## config.mk

```make
export PLATFORM = sky130hd
export DESIGN_NAME = prime_enumerator_trial_division_unit
export DESIGN_NICKNAME = d
export VERILOG_FILES = /design/src/petd_pkg.sv /design/src/petd_divider.sv /design/src/prime_enumerator_trial_division_unit.sv
export VERILOG_INCLUDE_DIRS = /design/src /design/src/src
export SDC_FILE = /design/constraint.sdc
export NUM_CORES = 1
export LEC_CHECK = 0
export ABC_CLOCK_PERIOD_IN_PS = 6000
export BUFFER_PORTS_ARGS = -buffer_cell sky130_fd_sc_hd__clkbuf_2
export CAP_MARGIN = 10
export CORE_ASPECT_RATIO = 1.2
export CORE_UTILIZATION = 40
export DETAILED_ROUTE_END_ITERATION = 16
export PLACE_DENSITY = 0.62
export SLEW_MARGIN = 5
export SYNTH_ARGS = -nofsm -noshare
export SYNTH_HDL_FRONTEND = slang
export SYNTH_SLANG_ARGS = --single-unit
```

## constraint.sdc

```tcl
create_clock -name clock -period 6 [get_ports clock]
set_clock_uncertainty 0.1 [all_clocks]
set_input_delay 0.3 -clock clock [delete_from_list [all_inputs] [get_ports clock]]
set_output_delay 0.3 -clock clock [all_outputs]
set_load 0.01 [all_outputs]
```

## src/prime_enumerator_trial_division_unit_defines.svh

```systemverilog
// Assertion macros shared by the RTL files of the prime enumerator.
// Define NO_ASSERTIONS to compile them away.
`ifndef PRIME_ENUMERATOR_TRIAL_DIVISION_UNIT_DEFINES_SVH
`define PRIME_ENUMERATOR_TRIAL_DIVISION_UNIT_DEFINES_SVH

`ifndef NO_ASSERTIONS

// Same-cycle implication.
`define PETD_ASSERT_IMPLY(label, clk, rst, ante, cons, msg) \
   label: assert property (@(posedge clk) disable iff (rst) (ante) |-> (cons)) \
      else $error(msg);

// Next-cycle implication.
`define PETD_ASSERT_NEXT(label, clk, rst, ante, cons, msg) \
   label: assert property (@(posedge clk) disable iff (rst) (ante) |=> (cons)) \
      else $error(msg);

`else

`define PETD_ASSERT_IMPLY(label, clk, rst, ante, cons, msg)
`define PETD_ASSERT_NEXT(label, clk, rst, ante, cons, msg)

`endif

`endif

```

## src/petd_pkg.sv

```systemverilog
package petd_pkg;

   localparam int VALUE_BITS_DEFAULT = 31;

   typedef enum logic [2:0] {
      ST_IDLE,
      ST_SCAN,
      ST_DIVIDE,
      ST_REPLY
   } state_type;

   // Status of the shared divider, seen by the sequencer.
   typedef struct packed {
      logic busy;
      logic done;
   } div_status_type;

endpackage

```

## src/petd_divider.sv

```systemverilog
// Restoring divider, one quotient bit per cycle.
module petd_divider #(
   parameter int WIDTH = petd_pkg::VALUE_BITS_DEFAULT
) (
   input  logic                     clock,
   input  logic                     reset,
   input  logic                     start,
   input  logic [WIDTH-1:0]         dividend,
   input  logic [WIDTH-1:0]         divisor,
   output petd_pkg::div_status_type status,
   output logic [WIDTH-1:0]         quotient,
   output logic [WIDTH-1:0]         remainder
);

   localparam int CW = $clog2(WIDTH);

   logic [WIDTH-1:0] rem_ff, quo_ff, dvs_ff;
   logic [CW-1:0]    count_ff;
   logic             busy_ff, done_ff;

   logic [WIDTH:0]   shifted;
   logic [WIDTH:0]   diff;

   assign shifted = {rem_ff, quo_ff[WIDTH-1]};
   assign diff    = shifted - {1'b0, dvs_ff};

   always_ff @(posedge clock) begin
      if (reset) begin
         busy_ff  <= 1'b0;
         done_ff  <= 1'b0;
         count_ff <= '0;
      end else begin
         done_ff <= 1'b0;
         if (start && !busy_ff) begin
            busy_ff  <= 1'b1;
            count_ff <= CW'(WIDTH - 1);
         end else if (busy_ff) begin
            if (count_ff == '0) begin
               busy_ff <= 1'b0;
               done_ff <= 1'b1;
            end else begin
               count_ff <= count_ff - 1'b1;
            end
         end
      end
   end

   always_ff @(posedge clock) begin
      if (start && !busy_ff) begin
         rem_ff <= '0;
         quo_ff <= dividend;
         dvs_ff <= divisor;
      end else if (busy_ff) begin
         // keep the trial difference when it does not go negative
         if (!diff[WIDTH]) begin
            rem_ff <= diff[WIDTH-1:0];
            quo_ff <= {quo_ff[WIDTH-2:0], 1'b1};
         end else begin
            rem_ff <= shifted[WIDTH-1:0];
            quo_ff <= {quo_ff[WIDTH-2:0], 1'b0};
         end
      end
   end

   assign status.busy = busy_ff;
   assign status.done = done_ff;
   assign quotient    = quo_ff;
   assign remainder   = rem_ff;

endmodule

```

## src/prime_enumerator_trial_division_unit.sv

```systemverilog
// Prime enumerator by trial division.
// Each request on req_ (restart bit) returns one response on rsp_: the next
// prime below the limit, or rsp_done_res = 1 with rsp_prime_value = 0 once
// the kept candidate reaches the limit. restart = 1 rewinds the candidate to
// zero first. The user must write the limit through csr_ only while the block
// is idle; the block itself does not enforce this. A request scans candidates
// upward: even numbers and values below four are settled in the scan step,
// and each odd candidate is divided by every odd trial divisor from 3 up to
// its square root on the one shared restoring divider (one quotient bit per
// cycle), stopping early at a divisor that leaves no remainder. The block
// takes one request at a time: req_ready is high only while idle.
// The response sits in an output register; if the receiver stalls, the next
// search still runs and waits in the reply step until the register frees.
// Synchronous reset clears the limit and the candidate to zero and drops any
// pending response.
`include "prime_enumerator_trial_division_unit_defines.svh"

module prime_enumerator_trial_division_unit #(
   parameter int VALUE_BITS = petd_pkg::VALUE_BITS_DEFAULT
) (
   input  logic                  clock,
   input  logic                  reset,
   // request channel
   input  logic                  req_valid,
   output logic                  req_ready,
   input  logic                  req_restart,
   // response channel
   output logic                  rsp_valid,
   input  logic                  rsp_ready,
   output logic [VALUE_BITS-1:0] rsp_prime_value,
   output logic                  rsp_done_res,
   // limit register write
   input  logic                  csr_valid,
   output logic                  csr_ready,
   input  logic [VALUE_BITS-1:0] csr_upper_limit
);

   localparam int N = VALUE_BITS;

   petd_pkg::state_type state_ff, state_in;

   logic [N-1:0] limit_ff;
   logic [N-1:0] cand_ff, cand_in;        // next candidate to test
   logic [N-1:0] dvs_ff, dvs_in;          // current odd trial divisor
   logic [N-1:0] res_prime_ff, res_prime_in;
   logic         res_done_ff, res_done_in;
   logic         rsp_valid_ff, rsp_valid_in;
   logic [N-1:0] rsp_prime_ff, rsp_prime_in;
   logic         rsp_done_ff, rsp_done_in;

   logic                     div_start;
   petd_pkg::div_status_type div_status;
   logic [N-1:0]             div_quotient;
   logic [N-1:0]             div_remainder;

   // The divider latches its operands on start, so hand it the divisor
   // that is being loaded in the same cycle.
   petd_divider #(
      .WIDTH (N)
   ) u_divider (
      .clock     (clock),
      .reset     (reset),
      .start     (div_start),
      .dividend  (cand_ff),
      .divisor   (dvs_in),
      .status    (div_status),
      .quotient  (div_quotient),
      .remainder (div_remainder)
   );

   // Limit register: always ready; the user must write it only while idle, the block itself does not enforce this.
   assign csr_ready = 1'b1;

   always_ff @(posedge clock) begin
      if (reset) begin
         limit_ff <= '0;
      end else if (csr_valid) begin
         limit_ff <= csr_upper_limit;
      end
   end

   always_ff @(posedge clock) begin
      if (reset) begin
         state_ff     <= petd_pkg::ST_IDLE;
         cand_ff      <= '0;
         rsp_valid_ff <= 1'b0;
      end else begin
         state_ff     <= state_in;
         cand_ff      <= cand_in;
         rsp_valid_ff <= rsp_valid_in;
      end
   end

   always_ff @(posedge clock) begin
      dvs_ff       <= dvs_in;
      res_prime_ff <= res_prime_in;
      res_done_ff  <= res_done_in;
      rsp_prime_ff <= rsp_prime_in;
      rsp_done_ff  <= rsp_done_in;
   end

   always_comb begin
      state_in     = state_ff;
      cand_in      = cand_ff;
      dvs_in       = dvs_ff;
      res_prime_in = res_prime_ff;
      res_done_in  = res_done_ff;
      rsp_valid_in = rsp_valid_ff & ~rsp_ready;   // drop once taken
      rsp_prime_in = rsp_prime_ff;
      rsp_done_in  = rsp_done_ff;
      div_start    = 1'b0;
      req_ready    = 1'b0;

      case (state_ff)
         petd_pkg::ST_IDLE: begin
            req_ready = 1'b1;
            if (req_valid) begin
               if (req_restart) begin
                  cand_in = '0;
               end
               state_in = petd_pkg::ST_SCAN;
            end
         end

         petd_pkg::ST_SCAN: begin
            if (cand_ff >= limit_ff) begin
               // limit reached: answer done, hold the candidate
               res_prime_in = '0;
               res_done_in  = 1'b1;
               state_in     = petd_pkg::ST_REPLY;
            end else if (cand_ff < N'(2)) begin
               cand_in = cand_ff + 1'b1;
            end else if (cand_ff < N'(4)) begin
               res_prime_in = cand_ff;
               res_done_in  = 1'b0;
               cand_in      = cand_ff + 1'b1;
               state_in     = petd_pkg::ST_REPLY;
            end else if (!cand_ff[0]) begin
               cand_in = cand_ff + 1'b1;
            end else begin
               dvs_in    = N'(3);
               div_start = 1'b1;
               state_in  = petd_pkg::ST_DIVIDE;
            end
         end

         petd_pkg::ST_DIVIDE: begin
            if (div_status.done) begin
               if (div_quotient < dvs_ff) begin
                  // divisor passed the square root: prime
                  res_prime_in = cand_ff;
                  res_done_in  = 1'b0;
                  cand_in      = cand_ff + 1'b1;
                  state_in     = petd_pkg::ST_REPLY;
               end else if (div_remainder == '0) begin
                  cand_in  = cand_ff + 1'b1;
                  state_in = petd_pkg::ST_SCAN;
               end else begin
                  dvs_in    = dvs_ff + N'(2);
                  div_start = 1'b1;
               end
            end
         end

         petd_pkg::ST_REPLY: begin
            // wait for the output register to free up
            if (!rsp_valid_ff || rsp_ready) begin
               rsp_valid_in = 1'b1;
               rsp_prime_in = res_prime_ff;
               rsp_done_in  = res_done_ff;
               state_in     = petd_pkg::ST_IDLE;
            end
         end

         default: begin
            state_in = petd_pkg::ST_IDLE;
         end
      endcase
   end

   assign rsp_valid       = rsp_valid_ff;
   assign rsp_prime_value = rsp_prime_ff;
   assign rsp_done_res    = rsp_done_ff;

   `PETD_ASSERT_IMPLY(a_start_idle, clock, reset, div_start, !div_status.busy, "divider restarted while busy")
   `PETD_ASSERT_IMPLY(a_done_zero, clock, reset, rsp_valid_ff && rsp_done_ff, rsp_prime_ff == '0, "done response carries a value")
   `PETD_ASSERT_NEXT(a_req_leaves_idle, clock, reset, req_valid && req_ready, state_ff == petd_pkg::ST_SCAN, "accepted request did not start a scan")
   `PETD_ASSERT_IMPLY(a_odd_divisor, clock, reset, state_ff == petd_pkg::ST_DIVIDE, dvs_ff[0] && cand_ff[0], "even divisor or candidate in trial division")

endmodule

```

==> summary.md, run 1 <==
| Metric | Value |
|---|---|
| Cell with the most instances after synthesis | `dfxtp_1` |
| Post-DP HPWL | `~25000 um` |
| Seq/Total Area, Yosys | `0.467` |
| Clock latency at the later pin of the worst-skew pair | `between 0.5 and 0.6 ns` |
| Routed WL | `34200 um` |
| Synth top area share | `0.273` |
| Crit start category | `register` |
| Via count | `10876` |
| Worst vdd ir | `0.225 mV` |
| Final nets | `1639` |
| Drt drc | `0` |
| Clk sinks | `260` |
| Layout cell share with drive strength beyond 1 | `0.110` |
| Number of library cell types mapped by synthesis | `69` |
| Hold path depth | `4` |
| Cell Rows | `74` |
| Nature of the critical path endpoint | `register` |
| F_max | `238 MHz` |
| Crit share post-route | `0.700` |
| Area of the core | `0.0341 sq mm` |
| Post-synthesis average cell area | `9.77 sq um` |
| TritonCTS clock tree | `done` |
| Syn Nets | `1557` |
| Cells after synthesis | `1419` |
| Setup violators final | `0` |
| Post-synth EDFFs | `126` |
| Top cells by area, synth | `edfxtp_1 (27%), dfxtp_1 (19%), ha_1 (9.0%)` |
| Place WS | `1.80 ns` |
| Chip height | `just over 200 um` |
| R2R depth | `12` |
| Status | `finished, final reports clean` |
| Main synth FF type | `dfxtp_1` |
| RSZ-0062 raised after global routing | `false` |
| Core Util, Final | `0.465` |
| Router iterations before antenna repair | `5` |
| Total GRT Usage | `0.195` |
| Max-slew headroom | `0.268` |
| IO buf count | `70` |
| Ys Warns | `0` |
| Fin. max-slew vios | `0` |
| CTS Buf Count | `26` |
| Detail Route Antenna Nets | `0` |
| MaxCap Viol Count | `0` |
| Mapped cell area | `roughly 0.014 sq mm` |
| Final Cell Area | `0.0158 sq mm` |
| Total Power | `4.22 mW` |
| LEAKAGE | `between 6 and 7 nW` |
| N_diodes | `0` |
| Layout area overhead | `14.3%` |
| Ports | `slightly above 70` |
| Placed Instances | `approximately 1900` |
| Worst-Margin Slew | `about 1.1 ns` |
| Post-synth ARST share | `0` |
| Setup TNS | `0 ns` |
| Clock tree buffer depth | `3` |
| Crit Path Max Fanout | `32` |
| Grt total ovfl | `0` |
| Die area | `0.0354 sq mm` |
| Worst hold slack | `0.0195 ns` |
| GPL Wtd Cong | `0.878` |
| Final Hold Fails | `0` |
| Initial Util | `0.407` |
| Initial DRC Count | `640` |
| Leading area contributor after synthesis | `edfxtp_1` |
| Wirelength per Cell | `17.3 um` |
| Setup slack after layout | `roughly 1.8 ns` |
| PwrDens | `267 mW/mm^2` |
| Clock transition at the registers of the reported paths | `roughly 0.060 ns` |
| Setup bufs post-CTS | `0` |
| Critical path class | `reg -> reg` |
| Vias in the first global route | `10691` |
| Data required time of the worst path | `between 6 and 7 ns` |
| First-pass GRT wire length | `55000 um` |
| Largest net degree at the start of global routing | `49` |
| Worst hold path type | `in -> reg` |
| Initial antenna violation count | `0` |
| Critical path data arrival time | `between 4 and 5 ns` |
| Dpl cell area | `0.0147 sq mm` |
| Root buffer cell | `clkbuf_16` |
| Flops & latches, synth | `260` |
| Fillers | `3239` |
| Die Wd | `172 um` |
| H-tree depth | `1` |
| Finished Layout Cells | `just under 2000` |
| Period minus WS final | `4.20 ns` |
| Commonest cells post-synth | `dfxtp_1 (134), edfxtp_1 (126), inv_1 (123), nor2_1 (110), ha_1 (100)` |
| Vias per cell | `roughly 5.5` |
## final timing paths
path | start | endpoint | slack, ns
worst max-delay path | cand_ff[0]$_SDFFE_PP0P_ | u_divider.quotient[4]$_DFFE_PP_ | 1.80
worst min-delay path | rsp_ready | rsp_valid$_SDFF_PP0_ | 0.02
worst max register to register | cand_ff[0]$_SDFFE_PP0P_ | u_divider.quotient[4]$_DFFE_PP_ | 1.80
worst min register to register | res_done_ff$_SDFFCE_PP0P_ | rsp_done_res$_DFFE_PP_ | 0.32
## cell type report
type,count,area (sq um),share of cell area
Multi-Input combinational cell,975,6740,0.425
Sequential cell,260,6470,0.408
Timing Repair Buffer,115,766,0.0483
Clock buffer,40,756,0.0477
Tap cell,456,571,0.0360
Inverter,123,462,0.0291
Clock inverter,8,90.1,0.00569
## power breakdown
part / leakage (nW) / total (mW) / internal (mW) / switching, mW
logic: 3.52 / 0.574 / 0.171 / 0.402
clock network: 0.410 / 1.62 / 0.952 / 0.666
registers: 2.29 / 2.03 / 1.99 / 0.0448
total: 6.22 / 4.22 / 3.11 / 1.11
## cells by family after synthesis
group,after synthesis,synth area share
AO/OA/AOI/OAI,358,0.167
XOR/XNOR,34,0.0215
adder cells (fa/ha/maj),101,0.0917
buffers and inverters,184,0.0509
flip-flops,260,0.467
multiplexers,65,0.0498
other,1,0.000271
AND/OR/NAND/NOR,416,0.152
## cells in the final DEF (no fill, tap or decap), drive strengths merged, types with 7 or more instances in the layout
master / n
nand2b: 15
or2: 7
a22oi: 8
o31ai: 21
nor2: 110
a211oi: 9
inv: 123
and3: 13
o21ai: 92
mux2i: 33
buf: 14
dfxtp: 134
xor2: 17
nor4: 19
a31oi: 19
a221o: 14
mux2: 32
o211ai: 11
ha: 100
nor2b: 30
nand3: 37
nand2: 79
a21oi: 99
or3: 15
edfxtp: 126
and2: 9
nand4: 34
a21o: 28
xnor2: 17
nor3: 23
clkbuf: 110
or4: 16
dlygate4sd3: 31
## sequential cells by signal, summed over array words and instances (netlist names), 2 cells and up
register,count
u_divider.quotient,31
u_divider.remainder,31
cand_ff,31
u_divider.count_ff,5
res_prime_ff,31
limit_ff,31
dvs_ff,31
state_ff,2
rsp_prime_value,31
u_divider.dvs_ff,31
## critical path: stages (launching register included)
cell and delay (ns):
dfxtp_1 0.45, inv_1 0.14, ha_1 0.29, nor2b_1 0.10, o21ai_0 0.10, a2111oi_0 0.50, o21ai_0 0.23, a21oi_1 0.80
and3_1 0.36, a211oi_4 0.05, buf_4 0.27, inv_1 0.09, buf_4 0.37
## per-layer routing
layer | share of wire | wire, um | GRT usage
met1 | 0.42 | 14400 | 0.232
met2 | 0.51 | 17300 | 0.354
met3 | 0.038 | 1310 | 0.0220
met4 | 0.033 | 1130 | 0.0749
met5 | 0 | 0 | 0
## timing repair
action	4_1_cts	5_1_grt
hold endpoints to repair	31	0
hold buffers	31	0
resized for setup	0	0
Note: power is estimated with default switching activity, not from simulation.
==> run 2, diff against run 1 <==
--- a/config.mk
+++ b/config.mk
@@ -6,7 +6,7 @@
 export SDC_FILE = /design/constraint.sdc
 export NUM_CORES = 1
 export LEC_CHECK = 0
-export ABC_CLOCK_PERIOD_IN_PS = 6000
+export ABC_CLOCK_PERIOD_IN_PS = 4400
 export BUFFER_PORTS_ARGS = -buffer_cell sky130_fd_sc_hd__clkbuf_2
 export CAP_MARGIN = 10
 export CORE_ASPECT_RATIO = 1.2
==> constraint.sdc (replaced) <==
create_clock -name clock -period 4.4 [get_ports clock]
set_clock_uncertainty 0.1 [all_clocks]
set_input_delay 0.22 -clock clock [delete_from_list [all_inputs] [get_ports clock]]
set_output_delay 0.22 -clock clock [all_outputs]
set_load 0.01 [all_outputs]
==> run 2 against run 1 <==
Compared with the run above: die area unchanged; worst setup slack got worse by 1.0 ns; critical endpoint is now u_divider.dvs_ff[29]$_DFFE_PP_; largest cell class unchanged; critical path depth decreased by 2; sequential share of layout area decreased by 1.1 points; count of clock-buffer cells in the layout decreased by 5.
==> summary.md, run 2 (synthesized netlist as in run 1, its figures left out) <==
| Metric | Value |
|---|---|
| Post-DP HPWL | `25100 um` |
| Setup TNS | `0 ns` |
| N_diodes | `0` |
| F_max | `~280 MHz` |
| Clock latency at the later pin of the worst-skew pair | `0.56 ns` |
| Largest net degree at the start of global routing | `43` |
| R2R depth | `10` |
| Crit-path leading delay family | `simple AND/OR/NAND/NOR gates` |
| Most frequent cells in the layout | `dfxtp_1 (134), edfxtp_1 (126), inv_1 (123)` |
| GPL Wtd Cong | `about 0.89` |
| IO buf count | `70` |
| Critical path data arrival time | `about 3.8 ns` |
| Vias per cell | `5.45` |
| Multi-input gate area | `0.00673 sq mm` |
| Clk sinks | `260` |
| R2R Path Start | `dvs_ff[25]$_DFF_P_` |
| Slowest cell delay on critical path | `0.61 ns` |
| Worst-Margin Slew | `around 1.1 ns` |
| Period minus WS final | `3.61 ns` |
| Worst vdd ir | `0.388 mV` |
| Layout cell share with drive strength beyond 1 | `0.135` |
| Register area | `approximately 0.0065 sq mm` |
| Hold endpoint | `state_ff[1]$_SDFFE_PP0P_` |
| Initial DRC Count | `~770` |
| Layout area overhead | `17.4%` |
| Fillers | `around 3300` |
| R2R Setup Slk | `0.79 ns` |
| Commonest non-fill, non-tap cell in the layout | `dfxtp_1` |
| Via count | `10984` |
| Setup violators final | `0` |
| Wirelength per Cell | `~17 um` |
| RSZ-0062 raised after global routing | `false` |
| CP bufs+invs | `2` |
| MaxCap Viol Count | `0` |
| LEAKAGE | `~6.5 nW` |
| Launch point of the worst hold path | `req_valid` |
| Chip height | `206 um` |
| Die Wd | `172 um` |
| Root buffer cell | `clkbuf_16` |
| Core Util, Final | `0.478` |
| Fin. max-slew vios | `0` |
| Detail Route Antenna Nets | `0` |
| Crit start category | `register` |
| Clock transition at the registers of the reported paths | `around 0.070 ns` |
| Worst hold path type | `in -> reg` |
| Initial antenna violation count | `0` |
| Clock tree buffer depth | `3` |
| Initial Util | `0.407` |
| Drt drc | `0` |
| Cell Rows | `74` |
| Status | `finished, final reports clean` |
| Crit Path Max Fanout | `20` |
| Area of the core | `0.0341 sq mm` |
| Max-slew headroom | `0.285` |
| Total GRT Usage | `0.198` |
| Data required time of the worst path | `4.58 ns` |
| Setup slack after layout | `0.795 ns` |
| Critical-path top delay cell | `o41ai_1` |
| Grt total ovfl | `0` |
| Vias in the first global route | `10886` |
| Final nets | `1674` |
| Critical path class | `reg -> reg` |
| First-pass GRT wire length | `55700 um` |
| Hold path depth | `4` |
| CTS Buf Count | `29` |
| H-tree depth | `1` |
| Final Cell Area | `0.0163 sq mm` |
| Dpl cell area | `0.0149 sq mm` |
| Die area | `about 0.035 sq mm` |
| Routed WL | `around 34000 um` |
| CP cell instances | `inv_1 > ha_1 > nand4_1 > or4_1 > o221ai_1 > a31oi_4 > nor4b_2 > buf_4 > nand3_1 > o41ai_1` |
| Final Hold Fails | `0` |
| Router iterations before antenna repair | `5` |
| Nature of the critical path endpoint | `register` |
| Ports | `72` |
| Crit share post-route | `0.819` |
| Place WS | `around 0.85 ns` |
| FF-to-FF End | `u_divider.dvs_ff[29]$_DFFE_PP_` |
| PwrDens | `378 mW/mm^2` |
| Total Power | `~6 mW` |
| TritonCTS clock tree | `done` |
[run 2: cell count changes in the layout (fill, tap and decap cells not counted), sizes merged]
| cell | change |
|---|---|
| clkinvlp | +3 |
| dlygate4sd3 | +2 |
| buf | +30 |
| inv | +2 |
| clkbuf | -5 |
| clkinv | +2 |
| bufinv | +3 |
[run 2: power by group]
| group | switching [mW] | leakage, nW | internal (mW) |
|---|---|---|---|
| sequential | 0.0609 | 2.29 | 2.71 |
| combinational | 0.545 | 3.69 | 0.246 |
| clock | 1.02 | 0.488 | 1.56 |
[run 2: layer usage]
metal	track usage	routed length, um	vias up
met2	0.360	17500	268
met5	0	0	-
met4	0.0765	1070	0
met1	0.234	14500	5208
met3	0.0243	1330	71
li1	-	-	5437
[run 2: how the worst max path moves through the flow]
stage / startpoint / endpoint / slack, ns / depth (start not counted)
final: dvs_ff[25]$_DFF_P_ / u_divider.dvs_ff[29]$_DFFE_PP_ / 0.79 / 10
after detailed placement: dvs_ff[22]$_DFF_P_ / u_divider.dvs_ff[29]$_DFFE_PP_ / 0.85 / 10
after global placement: dvs_ff[21]$_DFF_P_ / u_divider.dvs_ff[29]$_DFFE_PP_ / 0.83 / 10
after floorplan: dvs_ff[1]$_DFF_P_ / res_done_ff$_SDFFCE_PP0P_ / 0.23 / 9
after global routing: dvs_ff[25]$_DFF_P_ / u_divider.dvs_ff[29]$_DFFE_PP_ / 0.63 / 10
after CTS: dvs_ff[21]$_DFF_P_ / u_divider.dvs_ff[29]$_DFFE_PP_ / 0.80 / 10
[run 2: through the flow]
step / hold WS, ns / instances
finish: 0.0851 / 2014
global route: 0.173 / 2014
CTS: 0.0677 / 2014
detailed placement: 0.305 / 1928
global placement: 0.303 / 1928
floorplan: 0.267 / 1419
[run 2: cell type report]
cell class	count	area share
clock buffer	35	0.0478
clock inverter	18	0.0148
inverter	123	0.0284
multi-input combinational	975	0.414
sequential	260	0.397
tap	456	0.0351
timing repair buffer	147	0.0629
[run 2: tightest hold or removal path, stage by stage]
cell and delay, ns:
clkbuf_2 0.10, o21ai_0 0.14, a211o_1 0.15, o32ai_1 0.08
[run 2: timing repair]
item,CTS,global route
hold buffers,33,0
hold endpoints to repair,41,0
buffers inserted,0,0
gates resized for setup,0,0
==> run 3, diff against run 2 <==
--- a/config.mk
+++ b/config.mk
@@ -6,13 +6,13 @@
 export SDC_FILE = /design/constraint.sdc
 export NUM_CORES = 1
 export LEC_CHECK = 0
-export ABC_CLOCK_PERIOD_IN_PS = 4400
+export ABC_CLOCK_PERIOD_IN_PS = 2900
 export BUFFER_PORTS_ARGS = -buffer_cell sky130_fd_sc_hd__clkbuf_2
 export CAP_MARGIN = 10
 export CORE_ASPECT_RATIO = 1.2
 export CORE_UTILIZATION = 40
 export DETAILED_ROUTE_END_ITERATION = 16
-export PLACE_DENSITY = 0.62
+export PLACE_DENSITY = 0.64
 export SLEW_MARGIN = 5
 export SYNTH_ARGS = -nofsm -noshare
 export SYNTH_HDL_FRONTEND = slang
==> constraint.sdc (replaced) <==
create_clock -name clock -period 2.9 [get_ports clock]
set_clock_uncertainty 0.1 [all_clocks]
set_input_delay 0.145 -clock clock [delete_from_list [all_inputs] [get_ports clock]]
set_output_delay 0.145 -clock clock [all_outputs]
set_load 0.01 [all_outputs]
==> run 3 against run 2 <==
Compared with the run above: the flow now finishes with violations (setup timing); first-iteration DRC count is 44% higher; critical path depth is 3 higher; largest cell class unchanged; hold slack worse by 0.017 ns.
==> summary.md, run 3 (synthesized netlist as in run 1, its figures left out) <==
| Metric | Value |
|---|---|
| Fin. max-slew vios | `0` |
| Initial antenna violation count | `0` |
| Grt total ovfl | `0` |
| Crit Path Max Fanout | `4` |
| Final nets | `1916` |
| PwrDens | `532 mW/mm^2` |
| Clock latency at the later pin of the worst-skew pair | `~0.56 ns` |
| Setup TNS | `-54.97 ns` |
| Die area | `~0.035 sq mm` |
| Max-slew headroom | `0.347` |
| Failing checks | `setup timing` |
| Initial DRC Count | `around 1100` |
| Initial Util | `0.407` |
| Routed WL | `around 42000 um` |
| WP depth | `13` |
| Internal power | `7.40 mW` |
| Post-DP HPWL | `between 20000 and 30000 um` |
| Crit start category | `register` |
| RSZ-0062 raised after global routing | `true` |
| Critical-path top delay cell | `or4_4` |
| Area of the core | `0.0341 sq mm` |
| Worst hold path type | `in -> reg` |
| Data required time of the worst path | `3.06 ns` |
| CTS Buf Count | `28` |
| TritonCTS clock tree | `done` |
| Gate power share | `0.237` |
| Worst setup endpoint | `u_divider.dvs_ff[22]$_DFFE_PP_` |
| Ports | `between 70 and 80` |
| First-pass GRT wire length | `64000 um` |
| Root buffer cell | `clkbuf_16` |
| Total GRT Usage | `0.227` |
| Layout area overhead | `41.2%` |
| Most frequent cells in the layout | `buf_4 (222), edfxtp_1 (126), dfxtp_1 (122)` |
| N_diodes | `0` |
| Dpl cell area | `0.0165 sq mm` |
| Clock tree buffer depth | `3` |
| Drt drc | `0` |
| Nature of the critical path endpoint | `register` |
| Setup violators final | `254` |
| FF-to-FF End | `u_divider.dvs_ff[22]$_DFFE_PP_` |
| Commonest non-fill, non-tap cell in the layout | `buf_4` |
| Layout cell share with drive strength beyond 1 | `0.331` |
| Seq pwr share | `0.402` |
| Placed Instances | `2110` |
| R2R depth | `13` |
| CP bufs+invs | `5` |
| Via count | `12480` |
| LEAKAGE | `8.09 nW` |
| Router iterations before antenna repair | `5` |
| Switching power total | `~3 mW` |
| Net Sw Frac | `0.288` |
| Slowest cell delay on critical path | `between 0.5 and 0.6 ns` |
| R2R Path Start | `u_divider.quotient[25]$_DFFE_PP_` |
| Vias in the first global route | `12654` |
| Clock transition at the registers of the reported paths | `0.07 ns` |
| CP cell instances | `ha_1 > nand4_1 > or4_4 > o221ai_4 > a31oi_4 > buf_6 > nor3b_4 > a21o_1 > nand2b_4 > buf_6 > clkinvlp_4 > buf_12 > clkbuf_16` |
| Vias per cell | `5.53` |
| Finished Layout Cells | `2256` |
| Clk pwr share | `0.361` |
| Detail Route Antenna Nets | `0` |
| R2R Setup Slk | `-0.35 ns` |
| CP startpoint | `u_divider.quotient[25]$_DFFE_PP_` |
| Critical path data arrival time | `approximately 3.4 ns` |
| Chip height | `206 um` |
| H-tree depth | `1` |
| MaxCap Viol Count | `0` |
| Critical path class | `reg -> reg` |
| Worst-Margin Slew | `about 0.98 ns` |
| CP dominant cell by count | `buf_6` |
| Largest net degree at the start of global routing | `41` |
| Clk sinks | `260` |
| Final Hold Fails | `0` |
| Crit-path leading delay family | `simple AND/OR/NAND/NOR gates` |
| Setup slack after layout | `-0.353 ns` |
| F_max | `307 MHz` |
| Status | `finished, violations left` |
| Cell Rows | `74` |
| Crit share post-route | `1.12` |
| GPL Wtd Cong | `about 0.89` |
| Period minus WS final | `3.25 ns` |
| Place WS | `-0.613 ns` |
| Die Wd | `172 um` |
| Worst vdd ir | `0.446 mV` |
| Total Power | `10.4 mW` |
| IO buf count | `70` |
| Final Cell Area | `just under 0.02 sq mm` |
| Wirelength per Cell | `18.6 um` |
==> run 3: cell type report <==
cell class	count	area, sq um
fill	2868	14500
sequential	260	6480
multi-input combinational	975	7630
clock buffer	32	747
clock inverter	20	221
inverter	123	469
timing repair buffer	390	3440
tap	456	571
==> run 3: tightest hold or removal path: cells and delay by family <==
kind / cells / cell delay (ns)
buffers and inverters: 1 / 0.10
AOI/OAI and AO/OA: 3 / 0.32
and+or+nand+nor: 1 / 0.11
==> run 3: power by group through the flow <==
stage / Clock, mW / Sequential [mW] / Combinational, mW
4_1_cts: 3.82 / 4.19 / 2.09
3_3_place_gp: 0 / 4.26 / 1.44
5_1_grt: 3.95 / 4.20 / 2.58
2_1_floorplan: 0 / 4.26 / 0.805
6_report: 3.76 / 4.18 / 2.47
3_5_place_dp: 0 / 4.27 / 1.46
==> run 3: what timing repair did <==
| action | CTS | global route |
|---|---|---|
| endpoints found under the hold margin | 39 | 0 |
| setup buffers | 28 | 14 |
| pin swaps | 69 | 28 |
| setup endpoints to repair | 288 | 257 |
| resized for setup | 151 | 100 |
| cloned | 13 | 10 |
| hold buffers | 33 | 0 |
==> run 3: metrics by stage <==
stage	util	hold WS [ns]
2_1_floorplan	-	0.192
3_3_place_gp	0.485	0.278
3_5_place_dp	0.485	0.286
4_1_cts	0.554	0.0608
5_1_grt	0.574	0.102
6_report	0.574	0.0684
==> run 3: per-layer routing <==
layer | GRT usage | part of all wire | up-vias
met5 | 0 | 0 | -
met4 | 0.113 | 0.054 | 0
met3 | 0.0278 | 0.046 | 152
met2 | 0.415 | 0.51 | 408
met1 | 0.259 | 0.39 | 5965
li1 | - | - | 5955
==> run 3: worst min-delay path by stage <==
stage / start / to / cells past startpoint
final: req_valid / state_ff[0]$_SDFFE_PP0P_ / 5
after CTS: req_valid / state_ff[1]$_SDFFE_PP0P_ / 5
after detailed placement: csr_upper_limit[9] / limit_ff[9]$_SDFFE_PP0P_ / 3
after global placement: csr_upper_limit[8] / limit_ff[8]$_SDFFE_PP0P_ / 3
after floorplan: csr_upper_limit[10] / limit_ff[10]$_SDFFE_PP0P_ / 2
after global routing: req_valid / state_ff[0]$_SDFFE_PP0P_ / 5
